$ cat src/hdl/phdc_pkg.sv
// Shared types, widths and constants for the pH dosing controller.
package phdc_pkg;

   localparam int MV_W      = 12;
   localparam int LEVEL_W   = 12;
   localparam int PH_W      = 12;
   localparam int TARGET_W  = 11;
   localparam int OFFSET_W  = 10;
   localparam int TICKS_W   = 16;
   localparam int STARTED_W = 2;

   localparam int CSR_INDEX_W = 3;
   localparam int CSR_DATA_W  = 16;

   // Register indexes of the configuration port.
   localparam logic [CSR_INDEX_W-1:0] CSR_PH_LOW_TARGET   = 3'd0;
   localparam logic [CSR_INDEX_W-1:0] CSR_PH_HIGH_TARGET  = 3'd1;
   localparam logic [CSR_INDEX_W-1:0] CSR_PH_OFFSET       = 3'd2;
   localparam logic [CSR_INDEX_W-1:0] CSR_TANK_LOW_LIMIT  = 3'd3;
   localparam logic [CSR_INDEX_W-1:0] CSR_TANK_HIGH_LIMIT = 3'd4;
   localparam logic [CSR_INDEX_W-1:0] CSR_PUMP_ON_TICKS   = 3'd5;
   localparam logic [CSR_INDEX_W-1:0] CSR_HOLDOFF_TICKS   = 3'd6;

   // Reset values of the configuration registers.
   localparam logic [TARGET_W-1:0] RST_PH_LOW_TARGET   = 11'd0;
   localparam logic [TARGET_W-1:0] RST_PH_HIGH_TARGET  = 11'd1400;
   localparam logic [OFFSET_W-1:0] RST_PH_OFFSET       = 10'd0;
   localparam logic [LEVEL_W-1:0]  RST_TANK_LOW_LIMIT  = 12'd0;
   localparam logic [LEVEL_W-1:0]  RST_TANK_HIGH_LIMIT = 12'd4095;
   localparam logic [TICKS_W-1:0]  RST_PUMP_ON_TICKS   = 16'd5;
   localparam logic [TICKS_W-1:0]  RST_HOLDOFF_TICKS   = 16'd60;

   // Input operation codes.
   localparam logic OP_TICK    = 1'b0;
   localparam logic OP_MEASURE = 1'b1;

   // Dose start codes.
   localparam logic [STARTED_W-1:0] DOSE_NONE = 2'd0;
   localparam logic [STARTED_W-1:0] DOSE_UP   = 2'd1;
   localparam logic [STARTED_W-1:0] DOSE_DOWN = 2'd2;

   localparam logic [TICKS_W-1:0] TICKS_ZERO = 16'd0;
   localparam logic [TICKS_W-1:0] TICKS_ONE  = 16'd1;

   // pH*100 = (785000 - 300*mV) / 455, rounded half away from zero.
   localparam int SCALED_W = 21;
   localparam int NUM_W    = 22;
   localparam int MAG_W    = 20;
   localparam int QMAG_W   = 12;
   localparam int SUM_W    = 13;
   localparam int PROD_W   = 42;
   localparam logic [SCALED_W-1:0] PH_SCALE    = 21'd300;
   localparam logic [NUM_W-1:0]    PH_NUM_BIAS = 22'd785000;
   localparam logic [MAG_W-1:0]    PH_ROUND    = 20'd227;
   // ceil(2^30 / 455); exact for every dividend below 2^20.
   localparam logic [PROD_W-1:0]   PH_RECIP       = 42'd2359873;
   localparam int                  PH_RECIP_SHIFT = 30;
   localparam logic signed [SUM_W-1:0] PH_MAX = 13'sd2047;
   localparam logic signed [SUM_W-1:0] PH_MIN = -13'sd2048;

   typedef struct packed {
      logic [TARGET_W-1:0] ph_low_target;
      logic [TARGET_W-1:0] ph_high_target;
      logic [LEVEL_W-1:0]  tank_low_limit;
      logic [LEVEL_W-1:0]  tank_high_limit;
      logic [TICKS_W-1:0]  pump_on_ticks;
      logic [TICKS_W-1:0]  holdoff_ticks;
   } dose_cfg_type;

   typedef struct packed {
      logic                    operation;
      logic [LEVEL_W-1:0]      tank_level;
      logic                    cycle_active;
      logic signed [PH_W-1:0]  ph_centi;
   } meas_type;

endpackage

$ cat src/hdl/phdc_convert.sv
// Two-stage conversion of the probe voltage to pH in hundredths.
module phdc_convert (
   input  logic                                 clock,
   input  logic                                 reset,
   input  logic                                 in_valid,
   output logic                                 in_ready,
   input  logic                                 in_operation,
   input  logic [phdc_pkg::MV_W-1:0]            in_millivolts,
   input  logic [phdc_pkg::LEVEL_W-1:0]         in_tank_level,
   input  logic                                 in_cycle_active,
   input  logic [phdc_pkg::OFFSET_W-1:0]        ph_offset,
   output logic                                 out_valid,
   input  logic                                 out_ready,
   output phdc_pkg::meas_type                   out_meas
);

   // Stage one: magnitude of the numerator with the rounding bias.
   logic                                 s1_valid_ff, s1_valid_in;
   logic                                 s1_op_ff;
   logic [phdc_pkg::LEVEL_W-1:0]         s1_level_ff;
   logic                                 s1_active_ff;
   logic                                 s1_neg_ff, s1_neg_in;
   logic [phdc_pkg::MAG_W-1:0]           s1_mag_ff, s1_mag_in;
   logic                                 s1_ready;

   logic [phdc_pkg::SCALED_W-1:0]        mv_scaled;
   logic [phdc_pkg::NUM_W-1:0]           num;
   logic [phdc_pkg::NUM_W-1:0]           num_abs;

   // Stage two: signed, offset and clamped pH.
   logic                                 s2_valid_ff, s2_valid_in;
   phdc_pkg::meas_type                   s2_meas_ff, s2_meas_in;
   logic                                 s2_ready;

   logic [phdc_pkg::PROD_W-1:0]          prod;
   logic [phdc_pkg::QMAG_W-1:0]          q_mag;
   logic signed [phdc_pkg::SUM_W-1:0]    q_signed;
   logic signed [phdc_pkg::SUM_W-1:0]    q_sum;
   logic signed [phdc_pkg::SUM_W-1:0]    offset_ext;

   assign s2_ready = !s2_valid_ff || out_ready;
   assign s1_ready = !s1_valid_ff || s2_ready;
   assign in_ready = s1_ready;

   always_comb begin
      mv_scaled = phdc_pkg::SCALED_W'(in_millivolts) * phdc_pkg::PH_SCALE;
      num       = phdc_pkg::PH_NUM_BIAS - phdc_pkg::NUM_W'(mv_scaled);
      s1_neg_in = num[phdc_pkg::NUM_W-1];
      num_abs   = s1_neg_in ? (~num + phdc_pkg::NUM_W'(1)) : num;
      s1_mag_in = phdc_pkg::MAG_W'(num_abs) + phdc_pkg::PH_ROUND;
      s1_valid_in = s1_ready ? in_valid : s1_valid_ff;
   end

   always_ff @(posedge clock) begin
      if (reset) begin
         s1_valid_ff <= 1'b0;
      end else begin
         s1_valid_ff <= s1_valid_in;
      end
   end

   always_ff @(posedge clock) begin
      if (in_valid && s1_ready) begin
         s1_op_ff     <= in_operation;
         s1_level_ff  <= in_tank_level;
         s1_active_ff <= in_cycle_active;
         s1_neg_ff    <= s1_neg_in;
         s1_mag_ff    <= s1_mag_in;
      end
   end

   always_comb begin
      prod       = phdc_pkg::PROD_W'(s1_mag_ff) * phdc_pkg::PH_RECIP;
      q_mag      = prod[phdc_pkg::PH_RECIP_SHIFT +: phdc_pkg::QMAG_W];
      q_signed   = s1_neg_ff ? -$signed({1'b0, q_mag}) : $signed({1'b0, q_mag});
      offset_ext = phdc_pkg::SUM_W'($signed(ph_offset));
      q_sum      = q_signed + offset_ext;

      s2_meas_in.operation    = s1_op_ff;
      s2_meas_in.tank_level   = s1_level_ff;
      s2_meas_in.cycle_active = s1_active_ff;
      if (q_sum > phdc_pkg::PH_MAX) begin
         s2_meas_in.ph_centi = phdc_pkg::PH_W'(phdc_pkg::PH_MAX);
      end else if (q_sum < phdc_pkg::PH_MIN) begin
         s2_meas_in.ph_centi = phdc_pkg::PH_W'(phdc_pkg::PH_MIN);
      end else begin
         s2_meas_in.ph_centi = q_sum[phdc_pkg::PH_W-1:0];
      end
      s2_valid_in = s2_ready ? s1_valid_ff : s2_valid_ff;
   end

   always_ff @(posedge clock) begin
      if (reset) begin
         s2_valid_ff <= 1'b0;
      end else begin
         s2_valid_ff <= s2_valid_in;
      end
   end

   always_ff @(posedge clock) begin
      if (s1_valid_ff && s2_ready) begin
         s2_meas_ff <= s2_meas_in;
      end
   end

   assign out_valid = s2_valid_ff;
   assign out_meas  = s2_meas_ff;

endmodule

$ cat src/hdl/phdc_dose.sv
// Dosing decision, pump and holdoff counters, and the result register.
module phdc_dose (
   input  logic                                 clock,
   input  logic                                 reset,
   input  logic                                 in_valid,
   output logic                                 in_ready,
   input  phdc_pkg::meas_type                   in_meas,
   input  phdc_pkg::dose_cfg_type               cfg,
   output logic                                 rsp_valid,
   input  logic                                 rsp_ready,
   output logic signed [phdc_pkg::PH_W-1:0]     rsp_ph_centi,
   output logic                                 rsp_pump_up_on,
   output logic                                 rsp_pump_down_on,
   output logic                                 rsp_dose_ready,
   output logic [phdc_pkg::STARTED_W-1:0]       rsp_dose_started,
   output logic                                 rsp_tank_wait
);

   logic                                 rsp_valid_ff, rsp_valid_in;
   logic                                 up_ff, up_in;
   logic                                 down_ff, down_in;
   logic                                 ready_ff, ready_in;
   logic [phdc_pkg::TICKS_W-1:0]         on_ff, on_in;
   logic [phdc_pkg::TICKS_W-1:0]         hold_ff, hold_in;
   logic signed [phdc_pkg::PH_W-1:0]     ph_ff, ph_in;
   logic [phdc_pkg::STARTED_W-1:0]       started_ff, started_in;
   logic                                 wait_ff, wait_in;
   logic                                 load;
   logic                                 in_band;
   logic signed [phdc_pkg::PH_W-1:0]     low_target;
   logic signed [phdc_pkg::PH_W-1:0]     high_target;

   // The state registers double as the result payload: they only change
   // when the previous result has been taken.
   assign in_ready = !rsp_valid_ff || rsp_ready;
   assign load     = in_valid && in_ready;

   assign low_target  = $signed({1'b0, cfg.ph_low_target});
   assign high_target = $signed({1'b0, cfg.ph_high_target});
   assign in_band     = (in_meas.tank_level >= cfg.tank_low_limit) &&
                        (in_meas.tank_level <= cfg.tank_high_limit);

   always_comb begin
      up_in      = up_ff;
      down_in    = down_ff;
      ready_in   = ready_ff;
      on_in      = on_ff;
      hold_in    = hold_ff;
      ph_in      = ph_ff;
      started_in = phdc_pkg::DOSE_NONE;
      wait_in    = 1'b0;
      if (in_meas.operation == phdc_pkg::OP_TICK) begin
         if (on_ff != phdc_pkg::TICKS_ZERO) begin
            on_in = on_ff - phdc_pkg::TICKS_ONE;
            if (on_ff == phdc_pkg::TICKS_ONE) begin
               up_in   = 1'b0;
               down_in = 1'b0;
            end
         end
         if (hold_ff != phdc_pkg::TICKS_ZERO) begin
            hold_in = hold_ff - phdc_pkg::TICKS_ONE;
            if (hold_ff == phdc_pkg::TICKS_ONE) begin
               ready_in = 1'b1;
            end
         end
      end else begin
         ph_in = in_meas.ph_centi;
         if (in_meas.cycle_active) begin
            if (in_band) begin
               // A low reading that cannot dose does not fall through to the
               // high-side check.
               if (in_meas.ph_centi < low_target) begin
                  if (ready_ff) begin
                     up_in      = 1'b1;
                     started_in = phdc_pkg::DOSE_UP;
                  end
               end else if (in_meas.ph_centi > high_target) begin
                  if (ready_ff) begin
                     down_in    = 1'b1;
                     started_in = phdc_pkg::DOSE_DOWN;
                  end
               end
               if (started_in != phdc_pkg::DOSE_NONE) begin
                  on_in    = (cfg.pump_on_ticks == phdc_pkg::TICKS_ZERO) ?
                             phdc_pkg::TICKS_ONE : cfg.pump_on_ticks;
                  hold_in  = (cfg.holdoff_ticks == phdc_pkg::TICKS_ZERO) ?
                             phdc_pkg::TICKS_ONE : cfg.holdoff_ticks;
                  ready_in = 1'b0;
               end
            end else begin
               wait_in = 1'b1;
            end
         end
      end
   end

   always_comb begin
      if (load) begin
         rsp_valid_in = 1'b1;
      end else if (rsp_ready) begin
         rsp_valid_in = 1'b0;
      end else begin
         rsp_valid_in = rsp_valid_ff;
      end
   end

   always_ff @(posedge clock) begin
      if (reset) begin
         rsp_valid_ff <= 1'b0;
         up_ff        <= 1'b0;
         down_ff      <= 1'b0;
         ready_ff     <= 1'b1;
         on_ff        <= phdc_pkg::TICKS_ZERO;
         hold_ff      <= phdc_pkg::TICKS_ZERO;
         ph_ff        <= '0;
         started_ff   <= phdc_pkg::DOSE_NONE;
         wait_ff      <= 1'b0;
      end else begin
         rsp_valid_ff <= rsp_valid_in;
         if (load) begin
            up_ff      <= up_in;
            down_ff    <= down_in;
            ready_ff   <= ready_in;
            on_ff      <= on_in;
            hold_ff    <= hold_in;
            ph_ff      <= ph_in;
            started_ff <= started_in;
            wait_ff    <= wait_in;
         end
      end
   end

   assign rsp_valid        = rsp_valid_ff;
   assign rsp_ph_centi     = ph_ff;
   assign rsp_pump_up_on   = up_ff;
   assign rsp_pump_down_on = down_ff;
   assign rsp_dose_ready   = ready_ff;
   assign rsp_dose_started = started_ff;
   assign rsp_tank_wait    = wait_ff;

   a_dose_arms_counters: assert property (@(posedge clock) disable iff (reset)
      load && (started_in != phdc_pkg::DOSE_NONE) |=>
         !ready_ff && (on_ff != phdc_pkg::TICKS_ZERO) && (hold_ff != phdc_pkg::TICKS_ZERO))
      else $error("dose did not arm the on-time and holdoff counters");

   a_pump_has_on_time: assert property (@(posedge clock) disable iff (reset)
      (up_ff || down_ff) |-> (on_ff != phdc_pkg::TICKS_ZERO))
      else $error("pump drive is on with no on-time remaining");

   a_not_ready_has_holdoff: assert property (@(posedge clock) disable iff (reset)
      !ready_ff |-> (hold_ff != phdc_pkg::TICKS_ZERO))
      else $error("ready is low with no holdoff remaining");

   a_wait_excludes_dose: assert property (@(posedge clock) disable iff (reset)
      rsp_valid_ff |-> !(wait_ff && (started_ff != phdc_pkg::DOSE_NONE)))
      else $error("a dose started on a transaction that reported tank wait");

endmodule

$ cat src/hdl/ph_dosing_controller.sv
// pH dosing controller top level: configuration registers and pipeline.
//
// Every request transaction, tick or measurement, gives exactly one response
// transaction. The block takes one request per clock cycle while responses are
// taken; a stalled response side fills the pipeline and then holds off requests.
// A response passes through three register stages: the voltage-to-numerator
// stage, the reciprocal multiplier that divides by 455 and applies offset and
// clamping, and the dosing decision stage that also holds the response.
// Configuration writes are taken in any cycle (csr_ready is always high) but
// are meant to be made only while no transaction is in flight. A write to an
// unused index is ignored.
module ph_dosing_controller (
   input  logic                                 clock,
   input  logic                                 reset,
   input  logic                                 csr_valid,
   output logic                                 csr_ready,
   input  logic [phdc_pkg::CSR_INDEX_W-1:0]     csr_index,
   input  logic [phdc_pkg::CSR_DATA_W-1:0]      csr_wdata,
   input  logic                                 req_valid,
   output logic                                 req_ready,
   input  logic                                 req_operation,
   input  logic [phdc_pkg::MV_W-1:0]            req_probe_millivolts,
   input  logic [phdc_pkg::LEVEL_W-1:0]         req_tank_level,
   input  logic                                 req_cycle_active,
   output logic                                 rsp_valid,
   input  logic                                 rsp_ready,
   output logic signed [phdc_pkg::PH_W-1:0]     rsp_ph_centi,
   output logic                                 rsp_pump_up_on,
   output logic                                 rsp_pump_down_on,
   output logic                                 rsp_dose_ready,
   output logic [phdc_pkg::STARTED_W-1:0]       rsp_dose_started,
   output logic                                 rsp_tank_wait
);

   phdc_pkg::dose_cfg_type               cfg_ff, cfg_in;
   logic [phdc_pkg::OFFSET_W-1:0]        offset_ff, offset_in;
   logic                                 csr_write;

   logic                                 meas_valid;
   logic                                 meas_ready;
   phdc_pkg::meas_type                   meas;

   assign csr_ready = 1'b1;
   assign csr_write = csr_valid && csr_ready;

   always_comb begin
      cfg_in    = cfg_ff;
      offset_in = offset_ff;
      if (csr_write) begin
         case (csr_index)
            phdc_pkg::CSR_PH_LOW_TARGET: begin
               cfg_in.ph_low_target = csr_wdata[phdc_pkg::TARGET_W-1:0];
            end
            phdc_pkg::CSR_PH_HIGH_TARGET: begin
               cfg_in.ph_high_target = csr_wdata[phdc_pkg::TARGET_W-1:0];
            end
            phdc_pkg::CSR_PH_OFFSET: begin
               offset_in = csr_wdata[phdc_pkg::OFFSET_W-1:0];
            end
            phdc_pkg::CSR_TANK_LOW_LIMIT: begin
               cfg_in.tank_low_limit = csr_wdata[phdc_pkg::LEVEL_W-1:0];
            end
            phdc_pkg::CSR_TANK_HIGH_LIMIT: begin
               cfg_in.tank_high_limit = csr_wdata[phdc_pkg::LEVEL_W-1:0];
            end
            phdc_pkg::CSR_PUMP_ON_TICKS: begin
               cfg_in.pump_on_ticks = csr_wdata[phdc_pkg::TICKS_W-1:0];
            end
            phdc_pkg::CSR_HOLDOFF_TICKS: begin
               cfg_in.holdoff_ticks = csr_wdata[phdc_pkg::TICKS_W-1:0];
            end
            default: begin
            end
         endcase
      end
   end

   always_ff @(posedge clock) begin
      if (reset) begin
         cfg_ff.ph_low_target   <= phdc_pkg::RST_PH_LOW_TARGET;
         cfg_ff.ph_high_target  <= phdc_pkg::RST_PH_HIGH_TARGET;
         cfg_ff.tank_low_limit  <= phdc_pkg::RST_TANK_LOW_LIMIT;
         cfg_ff.tank_high_limit <= phdc_pkg::RST_TANK_HIGH_LIMIT;
         cfg_ff.pump_on_ticks   <= phdc_pkg::RST_PUMP_ON_TICKS;
         cfg_ff.holdoff_ticks   <= phdc_pkg::RST_HOLDOFF_TICKS;
         offset_ff              <= phdc_pkg::RST_PH_OFFSET;
      end else begin
         cfg_ff    <= cfg_in;
         offset_ff <= offset_in;
      end
   end

   phdc_convert u_convert (
      .clock           (clock),
      .reset           (reset),
      .in_valid        (req_valid),
      .in_ready        (req_ready),
      .in_operation    (req_operation),
      .in_millivolts   (req_probe_millivolts),
      .in_tank_level   (req_tank_level),
      .in_cycle_active (req_cycle_active),
      .ph_offset       (offset_ff),
      .out_valid       (meas_valid),
      .out_ready       (meas_ready),
      .out_meas        (meas)
   );

   phdc_dose u_dose (
      .clock            (clock),
      .reset            (reset),
      .in_valid         (meas_valid),
      .in_ready         (meas_ready),
      .in_meas          (meas),
      .cfg              (cfg_ff),
      .rsp_valid        (rsp_valid),
      .rsp_ready        (rsp_ready),
      .rsp_ph_centi     (rsp_ph_centi),
      .rsp_pump_up_on   (rsp_pump_up_on),
      .rsp_pump_down_on (rsp_pump_down_on),
      .rsp_dose_ready   (rsp_dose_ready),
      .rsp_dose_started (rsp_dose_started),
      .rsp_tank_wait    (rsp_tank_wait)
   );

endmodule

$ cat config.mk
export PLATFORM = sky130hd
export DESIGN_NAME = ph_dosing_controller
export DESIGN_NICKNAME = d
export VERILOG_FILES = /design/src/hdl/phdc_pkg.sv /design/src/hdl/phdc_convert.sv /design/src/hdl/phdc_dose.sv /design/src/hdl/ph_dosing_controller.sv
export SDC_FILE = /design/constraint.sdc
export NUM_CORES = 1
export LEC_CHECK = 0
export BUFFER_PORTS_ARGS = -buffer_cell sky130_fd_sc_hd__buf_2
export CAP_MARGIN = 30
export CORE_MARGIN = 1
export CORE_UTILIZATION = 35
export DETAILED_ROUTE_END_ITERATION = 8
export PLACE_DENSITY = 0.51
export SLEW_MARGIN = 30
export SYNTH_ARGS = -nofsm -noshare
export SYNTH_HDL_FRONTEND = slang
export SYNTH_HIERARCHICAL = 1
export SYNTH_SLANG_ARGS = --single-unit
$ cat constraint.sdc
create_clock -name clock -period 8.85 [get_ports clock]
set_input_delay 0.885 -clock clock [delete_from_list [all_inputs] [get_ports clock]]
set_output_delay 0.885 -clock clock [all_outputs]
set_load 0.02 [all_outputs]
==> flow_summary.toml <==
[outcome]
run_status = "completed"

[clock_network]
clock_tree_from_tritoncts = "yes"
clkLatencyLatePin_ps = 470
ctsHoldBuffers = 0
cts_setup_buffers = 0
number_of_cts_inserted_buffers = 17
h-tree-depth = 4
clkSinkCount = 200
clk_transition_reported_paths_ps = 80
cts-root-to-sink-buffers = 2
ctsRootBufferMaster = "sky130_fd_sc_hd__clkbuf_16"

[finish]
leading_cell_types_in_the_layout_fill_and_taps_excluded = "255 x sky130_fd_sc_hd__ha_1, 211 x sky130_fd_sc_hd__inv_1, 141 x sky130_fd_sc_hd__dfxtp_1"
area.sequential_um2 = 4594
layout.filler_cells = 4873
antennaDiodeCount = 0
syn_to_final_growth_pct = 8.763
layout.cells.most_common = "sky130_fd_sc_hd__ha_1"
final_layout_size_suffix_gt1_frac = 0.09208
final_net_count = 2264
multi_input_comb_area_um2 = 11540

[worst_setup_path]
critPathMostFrequentCell = "sky130_fd_sc_hd__ha_1"
worstSetupStartpointType = "flop"
crit_slowest_cell = "sky130_fd_sc_hd__fa_1"
arrival_worst_endpoint_ps = 8410
rr_endpoint = "u_convert/out_meas[1]"
worstReg2RegStart = "u_convert/s1_mag_ff[16]"
worstPathMaxFanout = 12
worstRegToRegCells = 32
end_kind = "flop"
timing.critical_path.required_ps = 9060
timing_worst_setup_path_type = "reg -> reg"
timing.reg2reg.setup_slack_ps = 650
crit_path_max_incr_delay_ps = 510

[die]
initial_utilization = 0.3580
core-area_um2 = 48150
die_footprint_um2 = 50130
design.portCount = 71
die_w_um = 223.9
cell_rows = 80
die_height_um = 223.9

[sta]
grt_setup_unrepaired = "no"
fin_tns_setup_ps = 0
finalCriticalPeriod_ps = 8205
timing.hold.ws_ps = 422.9
clock-skew-final_ps = 24.61
timing.max_slew.rel_slack = 0.3683
worst_slew_pin_slew_ps = 938.9
hold_violations_final = 0
setup_viol_count_final = 0
clock.fmax_ghz = 0.1219
post_route_clock_period_utilization = 0.9271
timing.final.max_slew_violations = 0

[grt]
grt_start_max_net_pins = 98
grt_antenna_before_repair = 0
overflow = 0
gr-usage-all-layers = 0.1773
grt_first_pass_wirelength_um = 70570
grt_pass1_vias = 13370

[drt]
post_drt_via_cell_ratio = 5.167
drt_iter0_drc = 642
first_pass_iters = 5
wl_per_cell_um = 16.80
remaining_drc_errors = 0
routed_wl_um = 43490
detailroute.via_count = 13380
route.antenna.remaining_nets = 0

[placed_design]
post-dp-hpwl_um = 34320
place.port_buffers = 69
gp_routability_congestion = 0.8719

[logic_synthesis]
post_synth_inst_count = 1891
synth-async-reset-ratio = 0
synth.cell_area_um2 = 17230
synth_enable_flop_cells = 59
synth.distinct_cells = 112
mappedNetlistNets = 2235
synth_seq_area_share = 0.2666
dominantRegCellSynth = "sky130_fd_sc_hd__dfxtp_1"
ys.warnings.count = 6
yosys_register_bits = 200
synthesis.area_per_instance_um2 = 9.114

[hold_path]
hold_path.startpoint = "u_convert/s1_level_ff[5]"
hold_path.class = "reg -> reg"
timing.hold.worst_path_depth = 0
worstHoldEndpoint = "u_convert/out_meas[18]"

[run]
max_cap_violations = 0
## layout make-up
cell class / count / share of cell area
Multi-Input combinational cell: 1412 / 0.6158
Sequential cell: 200 / 0.2451
Tap cell: 656 / 0.04379
Inverter: 213 / 0.04265
Clock buffer: 19 / 0.02416
Timing Repair Buffer: 76 / 0.02136
Clock inverter: 13 / 0.007076
## per-layer routing
metal / routed length, um / GRT usage / up-vias
met5: 0 / 0 / -
met4: 751 / 0.05104 / 0
met3: 1440 / 0.02623 / 45
met2: 20980 / 0.3063 / 213
met1: 20320 / 0.2277 / 6366
li1: - / - / 6753
## worst max path at each step
stage | from | to | slack [ps] | cells past startpoint
2_1_floorplan | u_convert/s1_mag_ff[15] | u_convert/out_meas[10] | 1440 | 32
3_3_place_gp | u_convert/s1_mag_ff[18] | u_convert/out_meas[0] | 600 | 31
3_5_place_dp | u_convert/s1_mag_ff[18] | u_convert/out_meas[1] | 360 | 31
4_1_cts | u_convert/s1_mag_ff[18] | u_convert/out_meas[1] | 300 | 31
5_1_grt | u_convert/s1_mag_ff[16] | u_convert/out_meas[1] | 90 | 32
6_report | u_convert/s1_mag_ff[16] | u_convert/out_meas[1] | 650 | 32
## through the flow
| stage | utilization | instances | worst slack [ps] | area (um^2) |
|---|---|---|---|---|
| after floorplan | - | 1891 | 1443 | 17230 |
| after global placement | 0.3765 | 2557 | 603.9 | 18130 |
| after detailed placement | 0.3766 | 2557 | 360.4 | 18130 |
| after CTS | 0.3888 | 2589 | 302.6 | 18720 |
| after global routing | 0.3893 | 2589 | 85.71 | 18740 |
| final | 0.3893 | 2589 | 645.3 | 18740 |
## kinds of logic (layout without fill, tap and decap cells)
group | count (synthesis) | count (layout) | share of synthesized area
AND/OR/NAND/NOR | 549 | 549 | 0.1702
AO/OA/AOI/OAI | 365 | 365 | 0.1533
adder cells (fa/ha/maj) | 305 | 305 | 0.2368
buffers and inverters | 279 | 321 | 0.06570
flip-flops | 200 | 200 | 0.2666
multiplexers | 100 | 100 | 0.05830
XOR/XNOR | 92 | 92 | 0.04886
other | 1 | 1 | 0.0002176
## sequential cells by signal (all words and copies together) (netlist names), 2 cells and up
name / flops
cfg_ff: 78
u_convert/out_meas: 26
u_convert/s1_mag_ff: 18
u_dose/hold_ff: 16
u_dose/on_ff: 16
u_convert/s1_level_ff: 12
u_dose/rsp_ph_centi: 12
offset_ff: 10
u_dose/rsp_dose_started: 2
## critical path: cells and delay by family, from the launching register on
| kind | cells | cell delay (ps) |
|---|---|---|
| xor gates and xnor gates | 4 | 990 |
| DFF | 1 | 450 |
| and+or+nand+nor | 3 | 330 |
| buffers and inverters | 3 | 180 |
| adders and majority gates | 10 | 3560 |
| AOI/OAI and AO/OA | 12 | 2420 |
## cell usage after synthesis, types with 14 or more instances
library cell               instances  area (um^2)
sky130_fd_sc_hd__nor3_1           29        145.1
sky130_fd_sc_hd__xnor2_1          57        499.2
sky130_fd_sc_hd__nor4_1           16        100.1
sky130_fd_sc_hd__nor2b_1          22        137.6
sky130_fd_sc_hd__nand2b_1         97        606.8
sky130_fd_sc_hd__edfxtp_1         59         1772
sky130_fd_sc_hd__a21o_1           23        172.7
sky130_fd_sc_hd__buf_2            20        100.1
sky130_fd_sc_hd__ha_1            255         3191
sky130_fd_sc_hd__o211ai_1         17        127.6
sky130_fd_sc_hd__a21oi_1         103        515.5
sky130_fd_sc_hd__inv_1           211        792.0
sky130_fd_sc_hd__clkbuf_1         36        135.1
sky130_fd_sc_hd__nand4_1          18        112.6
sky130_fd_sc_hd__a31oi_1          14        87.58
sky130_fd_sc_hd__fa_1             39        780.8
sky130_fd_sc_hd__nor2_1          123        461.7
sky130_fd_sc_hd__xor2_1           31        271.5
sky130_fd_sc_hd__nand3_1          28        140.1
sky130_fd_sc_hd__a211oi_1         18        135.1
sky130_fd_sc_hd__mux2i_1          97        970.9
sky130_fd_sc_hd__o21ai_0          48        240.2
sky130_fd_sc_hd__dfxtp_1         141         2823
sky130_fd_sc_hd__nand2_1         119        446.7
## repair_timing
action                     CTS  global route
setup endpoints to repair    0            12
resized for setup            0             3
hold endpoints to repair     0             0
Power is left out: the tool's default activity adds up to more than one toggle a clock period on the data nets, which glitch-free logic cannot reach.
